File: config.mk
export PLATFORM = sky130hd
export DESIGN_NAME = amc_word_mem
export DESIGN_NICKNAME = d
export VERILOG_FILES = /design/src/sv/accumulator_machine_core_macros.svh /design/src/sv/amc_pkg.sv /design/src/sv/amc_word_mem.sv
export SDC_FILE = /design/constraint.sdc
export NUM_CORES = 2
export LEC_CHECK = 0
export BUFFER_PORTS_ARGS = -buffer_cell sky130_fd_sc_hd__buf_4
export CAP_MARGIN = 5
export CORE_MARGIN = 1.5
export CORE_UTILIZATION = 53
export CTS_CLUSTER_DIAMETER = 150
export DETAILED_ROUTE_END_ITERATION = 7
export PLACE_DENSITY = 0.71
export SYNTH_ARGS = -nofsm -noshare
export SYNTH_HDL_FRONTEND = slang
export SYNTH_SLANG_ARGS = --single-unit
File: constraint.sdc
create_clock -name clk -period 2.37 [get_ports clk]
set_input_delay 0.1185 -clock clk [delete_from_list [all_inputs] [get_ports clk]]
set_output_delay 0.1185 -clock clk [all_outputs]
set_load 0.01 [all_outputs]
File: src/sv/accumulator_machine_core_macros.svh
// Assertion macros shared by the accumulator machine core RTL.
// No dependencies; take in with `include where assertions are written.
`ifndef ACCUMULATOR_MACHINE_CORE_MACROS_SVH
`define ACCUMULATOR_MACHINE_CORE_MACROS_SVH

// Same-cycle implication, off while reset is asserted.
`define AMC_ASSERT_NOW(label, clk, rst_n, ante, cons) \
	label: assert property (@(posedge clk) disable iff (!rst_n) (ante) |-> (cons)) \
		else $error("amc: same-cycle check failed");

// Next-cycle implication, off while reset is asserted.
`define AMC_ASSERT_NEXT(label, clk, rst_n, ante, cons) \
	label: assert property (@(posedge clk) disable iff (!rst_n) (ante) |=> (cons)) \
		else $error("amc: next-cycle check failed");

`endif

File: src/sv/amc_pkg.sv
// Shared types and constants of the accumulator machine core.
// No dependencies.
package amc_pkg;

	localparam int MEM_WORDS_DEF = 256;
	localparam int ADDR_W = 8;
	localparam int WORD_W = 16;
	localparam int CNT_W = 9;

	// access operation codes
	localparam logic [1:0] OP_WRITE = 2'd0;
	localparam logic [1:0] OP_READ = 2'd1;
	localparam logic [1:0] OP_RUN = 2'd2;

	// stop status codes
	localparam logic [1:0] ST_DONE = 2'd0;
	localparam logic [1:0] ST_HALT = 2'd1;
	localparam logic [1:0] ST_RANGE = 2'd2;
	localparam logic [1:0] ST_UNKNOWN = 2'd3;

	// instruction opcodes (upper byte)
	localparam logic [7:0] OPC_LOAD = 8'd1;
	localparam logic [7:0] OPC_ADD = 8'd2;
	localparam logic [7:0] OPC_STORE = 8'd3;
	localparam logic [7:0] OPC_SUB = 8'd4;
	localparam logic [7:0] OPC_HALT = 8'hFF;

	typedef struct packed {
		logic [1:0] operation;
		logic [7:0] address;
		logic signed [15:0] write_data;
	} req_word_t;

	typedef struct packed {
		logic signed [15:0] read_data;
		logic signed [15:0] accumulator_value;
		logic [8:0] counter_value;
		logic [1:0] stop_status;
		logic [8:0] steps_done;
	} rsp_word_t;

	// one write port, one read port
	typedef struct packed {
		logic we;
		logic [ADDR_W-1:0] waddr;
		logic [WORD_W-1:0] wdata;
		logic re;
		logic [ADDR_W-1:0] raddr;
	} mem_req_t;

	typedef enum logic [5:0] {
		S_IDLE = 6'b000001,
		S_ACCESS = 6'b000010,
		S_RDATA = 6'b000100,
		S_DECODE = 6'b001000,
		S_EXEC = 6'b010000,
		S_RESULT = 6'b100000
	} state_t;

endpackage

File: src/sv/amc_word_mem.sv
// Word store: synchronous single-write, single-read RAM with per-entry valid bits.
// Depends on amc_pkg.
module amc_word_mem
	import amc_pkg::*;
#(
	parameter int MEM_WORDS = MEM_WORDS_DEF
) (
	input logic clk,
	input logic arst_n,
	input mem_req_t mem_req,
	output logic [WORD_W-1:0] rdata
);

	localparam int AW = $clog2(MEM_WORDS);

	logic [WORD_W-1:0] mem [MEM_WORDS];
	logic [MEM_WORDS-1:0] valid_q;
	logic [WORD_W-1:0] rdata_q;
	logic [AW-1:0] wa;
	logic [AW-1:0] ra;

	assign wa = mem_req.waddr[AW-1:0];
	assign ra = mem_req.raddr[AW-1:0];

	// cleared entries read as zero until first written
	always_ff @(posedge clk or negedge arst_n) begin
		if (!arst_n) begin
			valid_q <= '0;
		end else if (mem_req.we) begin
			valid_q[wa] <= 1'b1;
		end
	end

	always_ff @(posedge clk) begin
		if (mem_req.we) begin
			mem[wa] <= mem_req.wdata;
		end
		if (mem_req.re) begin
			// write-to-read bypass when both ports hit one entry
			if (mem_req.we && (mem_req.waddr == mem_req.raddr)) begin
				rdata_q <= mem_req.wdata;
			end else if (valid_q[ra]) begin
				rdata_q <= mem[ra];
			end else begin
				rdata_q <= '0;
			end
		end
	end

	assign rdata = rdata_q;

endmodule

==> summary by stage <==
Run status
The flow ran to the end, but the final reports show violations. The checks that failed: negative setup slack.

Power
Summed over all nets, the switching power comes to 36.02 mW. The clock network fraction of design power is 0.425. Of the total power, the share spent switching nets is 0.2165. The power density relative to cell area is 822.6 nW/um2. The portion of total power attributed to combinational logic is 0.063. The cell-internal power is 130.4 mW. The sequential group share of total power is 0.512.

For this design the static power due to leakage is 68.47 nW. The maximum vdd ir drop is 0.7083 mV.

STA
Setup repair after global routing could not meet its margin everywhere. The total setup violations reported at the end of the flow is 16. The tightest hold path in the finished design has a slack of 0.07534 ns. The worst max-slew margin expressed relative to the limit is 0.1687. The clock period minus final worst setup slack is 2.947 ns. In the final timing run, aggregate negative setup slack is -7.879 ns. The final worst-path setup slack is -0.5774 ns. The count of final max-slew check failures is 0. The slew of the pin with the lowest slew margin is 1.239 ns. The maximum frequency from static timing analysis is 0.3393 GHz. Across the routed clock network, the largest skew measured is 0.06673 ns. The final worst-path cycle share is 1.244. The hold violation total from the final report was 0.

Critical path
The nature of the critical path endpoint is a flip-flop. The number of cells traversed by the worst register-to-register path is 8. Data on the critical path is required at its endpoint by 3.10 ns. The startpoint type of the worst setup path is a flip-flop. The setup path with the least slack is of type reg -> reg. For the worst setup path, the data arrival time is 3.68 ns. The largest fanout on the critical path is 1.

Synthesis
The share of synthesized area in the top cell type comes to 0.7306. Synthesis handed over a netlist of 8,045 instances. The number of library cell types mapped by synthesis is 63.

Of all flip-flops after synthesis, the portion carrying an async set or reset was 0.05861. The most used flip-flop cell after synthesis is sky130_fd_sc_hd__edfxtp_1. The total of warnings raised by yosys is 0. The largest total area in the synthesized netlist belongs to sky130_fd_sc_hd__edfxtp_1. The synthesized design contains 4,112 enable-type register cells.

The synthesized area divided by synthesized cell count is 21.01 um2. The netlist area before placement is 169,000 um2. The part of the Yosys area used for sequential elements is 0.7685. Sorting the synthesized cells by how often they occur yields 4,112 x sky130_fd_sc_hd__edfxtp_1, 968 x sky130_fd_sc_hd__mux4_2, 446 x sky130_fd_sc_hd__mux2i_1. The most repeated cell in the gate-level netlist after synthesis is sky130_fd_sc_hd__edfxtp_1. The post-synth net total is 8,081.

In this run, synthesis produced a sequential element count of 4,368. Ranked by total cell area, the synthesized netlist is headed by sky130_fd_sc_hd__edfxtp_1 73%, sky130_fd_sc_hd__mux4_2 13%, sky130_fd_sc_hd__dfrtp_1 3.8%.

Global routing
The number of global-route vias before repair is 91,860. For met1 alone, demand over resource in global routing was 0.4124. The first-pass GRT wire length is 691,900 um. The maximum number of pins on one net before global-route repair is 105.

Across every metal layer, demand over resource in global routing totals 0.3047. After global routing, the most crowded layer is met2. The met2 usage is 0.4736. The global-route met3 utilization is 0.06855. After global routing the overflow that remains totals 0. The initial antenna violation count came to 32.

Placed design
Input and output buffers added on the ports amount to 51. At the placement stage, the worst setup path has a slack of -1.341 ns. The HPWL reported at the end of detailed placement is 309,500 um.

The final weighted congestion in routability-driven placement is 0.9752.

Floorplanning
The placeable core region is 317,500 um2. The die covers 322,300 um2. The floorplan step set the die width to 567.7 um. In this run the core area contains 207 standard-cell rows. The vertical extent of the die is 567.7 um. The number of top-level design ports is 52. The initial cell density of the core is 0.5323.

Drt
The first TritonRoute pass finished after 8 iterations. Dividing the detail-routed wire length by the instance count gives 35.40 um. Detailed routing inserted a total of 91,750 vias. For this run, design rule violations remaining after detail routing come to 0.

After the first detailed-routing iteration, the DRC count stood at 13,930. The detail route stage leaves a number of antenna-violating nets equal to 0. Dividing the detail-routed via count by the number of cells gives 6.614.

Wires add up to 491,100 um.

Flow run
The max-capacitance violation count is 0.

CTS
The cell sitting at the root of the clock tree is a sky130_fd_sc_hd__clkbuf_16. The number of buffers created by CTS is 426. The clock drives 4,368 sinks.

Clock-pin slew was measured on the worst setup and hold paths at 0.06 ns. TritonCTS built the clock tree. The later pin in the worst-skew pair is clocked with a latency of 0.98 ns. The count of H-tree levels built during CTS is 5. The count of buffers added by post-CTS timing repair for setup is 0. The maximum clock path buffer count is 4.

Finish
The count of filler cells inserted in the layout is 20,520. The final net count is 9,343. The share of post-route cells with drive strength above 1 is 0.3494. Compared with the post-synthesis result, the final layout area differs by 19.69%.

Hold path
The worst hold path passes through 5 cells. In this run the worst hold path is classified as in -> reg.
## worst paths after layout
kind                               from      endpoint  slack, ns
min in group asynchronous        arst_n   valid_q[48]       0.54
setup / recovery            mem[207][4]      rdata[4]      -0.58
setup reg to reg            mem[207][4]      rdata[4]      -0.58
hold reg to reg            valid_q[212]  valid_q[212]       0.46
max in group asynchronous        arst_n  valid_q[153]       1.37
hold / removal              mem_req[27]   mem[172][8]       0.08
## registers in the layout, indices dropped and copies added (netlist names)
| signal | count |
|---|---|
| valid_q | 256 |
| mem | 4096 |
| rdata | 16 |
## final cells by class
cell class | count | area (um2) | share of cell area
clock buffer | 555 | 11640 | 0.05756
clock inverter | 245 | 3047 | 0.01506
multi-input combinational | 3192 | 37110 | 0.1834
timing repair buffer | 1312 | 15300 | 0.07563
sequential | 4368 | 129900 | 0.6421
tap | 4180 | 5230 | 0.02585
antenna | 13 | 32.53 | 0.0001608
inverter | 7 | 41.29 | 0.0002041
## what timing repair did
item	CTS	global route
pin swaps	4	0
cloned	0	0
hold buffers	29	0
gates resized for setup	24	6
setup endpoints to repair	16	16
endpoints found under the hold margin	3348	0
## critical path, cell delays in order, from the launching register on
cell and delay (ns):
sky130_fd_sc_hd__edfxtp_1 0.40, sky130_fd_sc_hd__mux4_2 0.52, sky130_fd_sc_hd__mux4_2 0.47, sky130_fd_sc_hd__nand2_1 0.18
sky130_fd_sc_hd__nand3_1 0.10, sky130_fd_sc_hd__a21oi_1 0.43, sky130_fd_sc_hd__buf_4 0.22, sky130_fd_sc_hd__a21oi_1 0.09
sky130_fd_sc_hd__a32o_1 0.28
## stage by stage
| stage | utilization | area [um2] | power [mW] | std cells |
|---|---|---|---|---|
| after floorplan | - | 169400 | 91.39 | 8045 |
| after global placement | 0.5892 | 187100 | 96.73 | 13030 |
| after detailed placement | 0.5892 | 187100 | 96.97 | 13030 |
| after CTS | 0.6369 | 202200 | 166.7 | 13860 |
| after global routing | 0.6370 | 202300 | 170.0 | 13870 |
| final | 0.6371 | 202300 | 166.4 | 13870 |
## power groups by stage
stage	clock network [mW]	registers [mW]	logic, mW
2_1_floorplan	0	86.7	4.70
3_3_place_gp	0	86.8	9.97
3_5_place_dp	0	86.8	10.2
4_1_cts	71.1	85.2	10.3
5_1_grt	74.0	85.2	10.8
6_report	70.7	85.2	10.5
## routing by layer
metal  vias up  part of all wire
met5         -           0.00014
met3      1144              0.12
met2      6417              0.47
li1      35940                 -
met4        10             0.058
met1     48240              0.36
## logic make-up after synthesis
logic type / share of synthesized area
muxes: 0.1584
xor gates and xnor gates: 0.0004146
and+or+nand+nor: 0.03075
AOI/OAI and AO/OA: 0.02650
DFF: 0.7685
buffers and inverters: 0.01544
## cells in the final DEF (no fill, tap or decap), drive strengths merged, types with 13 or more instances in the layout
cell type and n:
bufinv 59, clkbuf 560, and3 27, o31ai 16, or2 259, a31oi 38
nor3 40, inv 16, nor2 299, edfxtp 4112, nand4 29, mux2 45
nor4 13, o221ai 133, nand3 91, mux4 968, a22oi 17, diode 13
a211oi 38, dlygate4sd3 28, buf 1279, o21ai 63, a221oi 25, dfrtp 256
and2 32, nand2 254, o22ai 108, mux2i 446, nor2b 20, clkinv 167
a21oi 144
(Power assumes the default switching activity.)
