<file path="config.mk">
export PLATFORM = sky130hd
export DESIGN_NAME = amc_exec
export DESIGN_NICKNAME = d
export VERILOG_FILES = /design/src/sv/amc_pkg.sv /design/src/sv/amc_exec.sv
export VERILOG_INCLUDE_DIRS = /design/src /design/src/sv
export SDC_FILE = /design/constraint.sdc
export NUM_CORES = 1
export LEC_CHECK = 0
export BUFFER_PORTS_ARGS = -buffer_cell sky130_fd_sc_hd__buf_2
export CAP_MARGIN = 20
export CORE_MARGIN = 1.5
export CORE_UTILIZATION = 42
export CTS_BUF_LIST = sky130_fd_sc_hd__clkbuf_16
export CTS_CLUSTER_DIAMETER = 120
export DETAILED_ROUTE_END_ITERATION = 10
export PLACE_DENSITY = 0.69
export REMOVE_ABC_BUFFERS = 1
export SKIP_CTS_REPAIR_TIMING = 1
export SYNTH_ARGS = -nofsm -noshare
export SYNTH_HDL_FRONTEND = slang
export SYNTH_SLANG_ARGS = --single-unit
</file>
<file path="constraint.sdc">
create_clock -name clk -period 5.7 [get_ports clk]
set_input_delay 1.425 -clock clk [delete_from_list [all_inputs] [get_ports clk]]
set_output_delay 1.425 -clock clk [all_outputs]
set_load 0.1 [all_outputs]
</file>
<file path="src/sv/accumulator_machine_core_macros.svh">
// Assertion macros shared by the accumulator machine core RTL.
// No dependencies; take in with `include where assertions are written.
`ifndef ACCUMULATOR_MACHINE_CORE_MACROS_SVH
`define ACCUMULATOR_MACHINE_CORE_MACROS_SVH

// Same-cycle implication, off while reset is asserted.
`define AMC_ASSERT_NOW(label, clk, rst_n, ante, cons) \
	label: assert property (@(posedge clk) disable iff (!rst_n) (ante) |-> (cons)) \
		else $error("amc: same-cycle check failed");

// Next-cycle implication, off while reset is asserted.
`define AMC_ASSERT_NEXT(label, clk, rst_n, ante, cons) \
	label: assert property (@(posedge clk) disable iff (!rst_n) (ante) |=> (cons)) \
		else $error("amc: next-cycle check failed");

`endif

</file>
<file path="src/sv/amc_pkg.sv">
// Shared types and constants of the accumulator machine core.
// No dependencies.
package amc_pkg;

	localparam int MEM_WORDS_DEF = 256;
	localparam int ADDR_W = 8;
	localparam int WORD_W = 16;
	localparam int CNT_W = 9;

	// access operation codes
	localparam logic [1:0] OP_WRITE = 2'd0;
	localparam logic [1:0] OP_READ = 2'd1;
	localparam logic [1:0] OP_RUN = 2'd2;

	// stop status codes
	localparam logic [1:0] ST_DONE = 2'd0;
	localparam logic [1:0] ST_HALT = 2'd1;
	localparam logic [1:0] ST_RANGE = 2'd2;
	localparam logic [1:0] ST_UNKNOWN = 2'd3;

	// instruction opcodes (upper byte)
	localparam logic [7:0] OPC_LOAD = 8'd1;
	localparam logic [7:0] OPC_ADD = 8'd2;
	localparam logic [7:0] OPC_STORE = 8'd3;
	localparam logic [7:0] OPC_SUB = 8'd4;
	localparam logic [7:0] OPC_HALT = 8'hFF;

	typedef struct packed {
		logic [1:0] operation;
		logic [7:0] address;
		logic signed [15:0] write_data;
	} req_word_t;

	typedef struct packed {
		logic signed [15:0] read_data;
		logic signed [15:0] accumulator_value;
		logic [8:0] counter_value;
		logic [1:0] stop_status;
		logic [8:0] steps_done;
	} rsp_word_t;

	// one write port, one read port
	typedef struct packed {
		logic we;
		logic [ADDR_W-1:0] waddr;
		logic [WORD_W-1:0] wdata;
		logic re;
		logic [ADDR_W-1:0] raddr;
	} mem_req_t;

	typedef enum logic [5:0] {
		S_IDLE = 6'b000001,
		S_ACCESS = 6'b000010,
		S_RDATA = 6'b000100,
		S_DECODE = 6'b001000,
		S_EXEC = 6'b010000,
		S_RESULT = 6'b100000
	} state_t;

endpackage

</file>
<file path="src/sv/amc_exec.sv">
// Sequencer of the accumulator machine core: accesses, fetch/decode/execute, result register.
// Depends on amc_pkg and accumulator_machine_core_macros.svh.
`include "accumulator_machine_core_macros.svh"

module amc_exec
	import amc_pkg::*;
#(
	parameter int MEM_WORDS = MEM_WORDS_DEF
) (
	input logic clk,
	input logic arst_n,
	input logic req_valid,
	output logic req_ready,
	input req_word_t req,
	output logic rsp_valid,
	input logic rsp_ready,
	output rsp_word_t rsp,
	output mem_req_t mem_req,
	input logic [WORD_W-1:0] rdata
);

	localparam logic [CNT_W-1:0] MEM_LIMIT = CNT_W'(MEM_WORDS);

	state_t state_q, state_d;
	logic [1:0] op_q;
	logic [ADDR_W-1:0] addr_q;
	logic [WORD_W-1:0] wdata_q;
	logic [WORD_W-1:0] acc_q, acc_d;
	logic [CNT_W-1:0] pc_q, pc_d;
	logic [CNT_W-1:0] steps_q, steps_d;
	logic [1:0] status_q, status_d;
	logic [WORD_W-1:0] rd_q, rd_d;
	logic [7:0] opc_q, opc_d;
	rsp_word_t out_q;
	logic out_valid_q;
	logic out_load;
	logic accept;

	logic [7:0] insn_opc;
	logic [ADDR_W-1:0] insn_opnd;
	logic [CNT_W-1:0] pc_inc;
	logic addr_in_range;
	logic opnd_in_range;
	logic pc_in_range;
	logic pc_inc_in_range;

	assign accept = req_valid && req_ready;
	assign req_ready = (state_q == S_IDLE);

	assign insn_opc = rdata[15:8];
	assign insn_opnd = rdata[7:0];
	assign pc_inc = pc_q + CNT_W'(1);
	assign addr_in_range = {1'b0, addr_q} < MEM_LIMIT;
	assign opnd_in_range = {1'b0, insn_opnd} < MEM_LIMIT;
	assign pc_in_range = pc_q < MEM_LIMIT;
	assign pc_inc_in_range = pc_inc < MEM_LIMIT;

	always_comb begin
		state_d = state_q;
		acc_d = acc_q;
		pc_d = pc_q;
		steps_d = steps_q;
		status_d = status_q;
		rd_d = rd_q;
		opc_d = opc_q;
		out_load = 1'b0;
		mem_req = '0;
		unique case (state_q)
			S_IDLE: begin
				if (req_valid) begin
					state_d = S_ACCESS;
					steps_d = '0;
					status_d = ST_DONE;
					rd_d = '0;
				end
			end
			S_ACCESS: begin
				unique case (op_q)
					OP_WRITE: begin
						mem_req.we = addr_in_range;
						mem_req.waddr = addr_q;
						mem_req.wdata = wdata_q;
						state_d = S_RESULT;
					end
					OP_READ: begin
						mem_req.re = addr_in_range;
						mem_req.raddr = addr_q;
						state_d = addr_in_range ? S_RDATA : S_RESULT;
					end
					OP_RUN: begin
						if (pc_in_range) begin
							mem_req.re = 1'b1;
							mem_req.raddr = pc_q[ADDR_W-1:0];
							state_d = S_DECODE;
						end else begin
							status_d = ST_RANGE;
							state_d = S_RESULT;
						end
					end
					default: begin
						state_d = S_RESULT;
					end
				endcase
			end
			S_RDATA: begin
				rd_d = rdata;
				state_d = S_RESULT;
			end
			S_DECODE: begin
				if (insn_opc == OPC_HALT) begin
					status_d = ST_HALT;
					state_d = S_RESULT;
				end else if (insn_opc < OPC_LOAD || insn_opc > OPC_SUB) begin
					status_d = ST_UNKNOWN;
					state_d = S_RESULT;
				end else if (!opnd_in_range) begin
					status_d = ST_RANGE;
					state_d = S_RESULT;
				end else if (insn_opc == OPC_STORE) begin
					// store retires here; next fetch overlaps the write
					mem_req.we = 1'b1;
					mem_req.waddr = insn_opnd;
					mem_req.wdata = acc_q;
					pc_d = pc_inc;
					steps_d = steps_q + CNT_W'(1);
					if (pc_inc_in_range) begin
						mem_req.re = 1'b1;
						mem_req.raddr = pc_inc[ADDR_W-1:0];
					end else begin
						status_d = ST_RANGE;
						state_d = S_RESULT;
					end
				end else begin
					mem_req.re = 1'b1;
					mem_req.raddr = insn_opnd;
					opc_d = insn_opc;
					state_d = S_EXEC;
				end
			end
			S_EXEC: begin
				case (opc_q)
					OPC_LOAD: acc_d = rdata;
					OPC_ADD: acc_d = acc_q + rdata;
					default: acc_d = acc_q - rdata;
				endcase
				pc_d = pc_inc;
				steps_d = steps_q + CNT_W'(1);
				if (pc_inc_in_range) begin
					mem_req.re = 1'b1;
					mem_req.raddr = pc_inc[ADDR_W-1:0];
					state_d = S_DECODE;
				end else begin
					status_d = ST_RANGE;
					state_d = S_RESULT;
				end
			end
			S_RESULT: begin
				if (!out_valid_q || rsp_ready) begin
					out_load = 1'b1;
					state_d = S_IDLE;
				end
			end
			default: begin
				state_d = S_IDLE;
			end
		endcase
	end

	always_ff @(posedge clk or negedge arst_n) begin
		if (!arst_n) begin
			state_q <= S_IDLE;
			acc_q <= '0;
			pc_q <= '0;
			out_valid_q <= 1'b0;
		end else begin
			state_q <= state_d;
			acc_q <= acc_d;
			pc_q <= pc_d;
			if (out_load) begin
				out_valid_q <= 1'b1;
			end else if (rsp_ready) begin
				out_valid_q <= 1'b0;
			end
		end
	end

	always_ff @(posedge clk) begin
		if (accept) begin
			op_q <= req.operation;
			addr_q <= req.address;
			wdata_q <= $unsigned(req.write_data);
		end
		steps_q <= steps_d;
		status_q <= status_d;
		rd_q <= rd_d;
		opc_q <= opc_d;
		if (out_load) begin
			out_q.read_data <= $signed(rd_q);
			out_q.accumulator_value <= $signed(acc_q);
			out_q.counter_value <= pc_q;
			out_q.stop_status <= status_q;
			out_q.steps_done <= steps_q;
		end
	end

	assign rsp_valid = out_valid_q;
	assign rsp = out_q;

	`AMC_ASSERT_NOW(a_pc_bound, clk, arst_n, 1'b1, pc_q <= MEM_LIMIT)
	`AMC_ASSERT_NEXT(a_accept_to_access, clk, arst_n, accept, state_q == S_ACCESS)
	`AMC_ASSERT_NOW(a_exec_after_decode, clk, arst_n, state_q == S_EXEC, $past(state_q) == S_DECODE)
	`AMC_ASSERT_NOW(a_write_states, clk, arst_n, mem_req.we, state_q == S_ACCESS || state_q == S_DECODE)
	`AMC_ASSERT_NOW(a_steps_bound, clk, arst_n, rsp_valid, rsp.steps_done <= MEM_LIMIT)

endmodule

</file>
==> metrics.md <==
| Metric | Value |
|---|---|
| Outcome | finished, final reports clean |
| Worst endpoint data arrival time | 3.85 ns |
| Worst Path Required | 4.28 ns |
| Vias | 5215 |
| Setup crit end kind | primary output |
| Period utilization | 0.926 |
| Clock sink count | 145 |
| Clock power share | 0.348 |
| Non-Filler Instances | 939 |
| Htree depth | 4 |
| Fin Clk Skew | 0.00617 ns |
| Most common cell after layout, fill and taps aside | edfxtp_1 |
| Post-Syn Area | 7000 sq um |
| Max-Cap Viols | 0 |
| Number of antenna diodes | 0 |
| Full die area | 17400 sq um |
| PD cells | 369 nW/um^2 |
| #FFs+latches synth | 145 |
| Metal-1 WL | 7360 um |
| Via count of the first global-routing pass | 5254 |
| Yosys warning total | 0 |
| Post-synthesis sequential area ratio | 0.599 |
| Worst R2R Setup Slack | 1.81 ns |
| ANT nets after route | 0 |
| Unique masters post-synth | 56 |
| Routed length per instance | 18.5 um |
| Hold Path Class | register to register |
| WL met2 | 8390 um |
| Pleak | 0.00353 uW |
| Final Max Slew Viols | 0 |
| Antenna violations before repair | 1 |
| Tmin final | 5.28 ns |
| RSZ-0062 raised after global routing | false |
| Placed inst area | 8410 sq um |
| Clock Latency Late Sink | 0.42 ns |
| Seq pwr share | 0.431 |
| Psw | 1060 uW |
| CP endpoint | mem_req[7] |
| Most area-hungry cell type in the Yosys netlist | edfxtp_1 |
| Critical path's largest stage delay | 0.58 ns |
| Sw frac | 0.319 |
| Power Internal | 2270 uW |
| Crit Path Category | primary input to primary output |
| Global placement routability congestion | 0.838 |
| Top layer in use | met5 |
| Final Core Density | 0.550 |
| Count of final setup violators | 0 |
| CP startpoint kind | primary input |
| Final hold viol count | 0 |
| Vias per cell | 5.55 |
| Main synth FF type | edfxtp_1 |
| CTS Buffer Depth | 2 |
| Rel. slew slack | 0.306 |
| Global-route wire length before repair | 27700 um |
| TNS Setup | 0 ns |
| Reg2Reg Depth | 12 |
| Layout net count | 779 |
| Max Freq | 0.189 GHz |
| DR WL met3 | 1240 um |
| Final HPWL DP | 12300 um |
| Buffers on Ports | 133 |
| Fraction of layout cells with a size suffix above 1 | 0.267 |
| DRC violations left | 0 |
| Synth top area share | 0.485 |
| Max FO, Critical Path | 9 |
| Layout fillers | 1371 |
| CP cell instances | buf_2 > or4_4 > nor4_4 > and2_1 > or2b_4 > nand2b_1 > o221ai_2 > buf_12 |
| Ys async rst share | 0.221 |
| Critical R2R Launch | opc_q[5] |
| Hold Crit Start | rd_q[10] |
| Largest net degree at the start of global routing | 35 |
| Inserted Clock Buffers | 17 |
| Final instance area | 9030 sq um |
| GRT overflow | 0 |
| CTS clk-pin slew, worst paths | 0.06 ns |
| CTS tree | done |
| Synth Area per Inst | 12.3 sq um |
| Critical path origin | rdata[11] |
| Overall routing resource usage | 0.205 |
| Layout area overhead | 29.0% |
| Top post-synthesis cells by area | edfxtp_1, dfrtp_1, ha_1 |
| Post-synth EDFFs | 113 |
| Cell count after synthesis | 569 |
| Critical path's slowest cell | or4_4 |
| Commonest non-fill, non-tap cells in the layout | edfxtp_1, buf_2, nand2_1 |
| Die width | 132 um |
| Site row count | 47 |
| Placed Cells | 907 |
| Worst-Margin Slew | 1.04 ns |
| Worst IR drop on VDD | 0.000240 V |
| Routed WL | 17400 um |
| Core ar. | 16400 sq um |
| R2r endpoint | acc_q[14] |
| Detailed Route Iter0 Violations | 394 |
| Combinational share of power | 0.221 |
| Starting Density | 0.427 |
| Ports | 134 |
| CTS root buffer | clkbuf_16 |
| Die Y | 132 um |
| First-pass DRT Iterations | 5 |
## synthesized netlist by cell type (3+ instances only)
cell	count
xor2_1	21
and3_1	7
dfrtp_1	31
nand2_1	58
nand3_1	20
nand2b_1	3
nor4_1	3
o31ai_1	6
or2_2	3
nor3_1	8
a31oi_1	11
nor3b_1	3
a22oi_1	8
ha_1	26
a21o_1	6
nor2_1	39
a21oi_1	24
and2_1	23
o21bai_1	5
o221ai_2	7
mux2i_1	3
o21ai_0	21
a22o_1	24
edfxtp_1	113
inv_1	8
xnor2_1	26
nand4_1	6
o211ai_1	3
clkbuf_1	19
## registers in the layout, summed over array words and instances (netlist names)
signal,cells
acc_q,16
addr_q,8
op_q,2
opc_q,8
pc_q,9
rd_q,16
rsp,52
rsp_valid,1
state_q,6
status_q,2
steps_q,9
wdata_q,16
## worst min path at each step
stage,to,slack [ns],depth (start not counted)
2_1_floorplan,rsp[36],0.40,0
3_3_place_gp,rsp[44],0.40,0
3_5_place_dp,rsp[46],0.40,0
4_1_cts,rsp[46],0.42,0
5_1_grt,rsp[46],0.43,0
6_report,rsp[46],0.42,0
## cell type report
cell class                      instances  area (sq um)  share of cell area
Clock buffer                           17           425              0.0471
Tap cell                              220           275              0.0305
Multi-Input combinational cell        392          2680               0.297
Inverter                                8          30.0             0.00333
Timing Repair Buffer                  142          1230               0.137
Clock inverter                         15           190              0.0211
Sequential cell                       145          4200               0.465
## logic make-up after synthesis
logic type / synth area share
simple gates: 0.142
flops: 0.599
compound gates: 0.127
xor+xnor: 0.0588
buf+inv: 0.0197
fa+ha+maj: 0.0493
mux: 0.00429
## power groups by stage
stage	combinational (uW)	sequential, uW	clock, uW
6_report	736	1440	1160
3_3_place_gp	724	1450	0
5_1_grt	781	1450	1220
4_1_cts	738	1440	1180
3_5_place_dp	735	1460	0
2_1_floorplan	384	1590	0
## stage by stage
step	power [uW]	hold slack, ns	setup slack (ns)
6_report	3340	0.418	0.421
5_1_grt	3460	0.427	0.228
4_1_cts	3350	0.419	0.446
3_5_place_dp	2190	0.405	0.459
3_3_place_gp	2170	0.404	0.468
2_1_floorplan	1970	0.400	-1.19
## worst max-delay path, delay by kind of cell
kind | cells | cell delay [ns]
simple gates | 5 | 1.68
compound gates | 1 | 0.38
buf+inv | 2 | 0.37
## layer usage
metal	global-route usage	vias to the layer above
met2	0.333	210
met3	0.0527	29
met4	0.0846	2
li1	-	2401
met5	0	-
met1	0.261	2573
No activity file was read; power rests on OpenSTA's default activity.
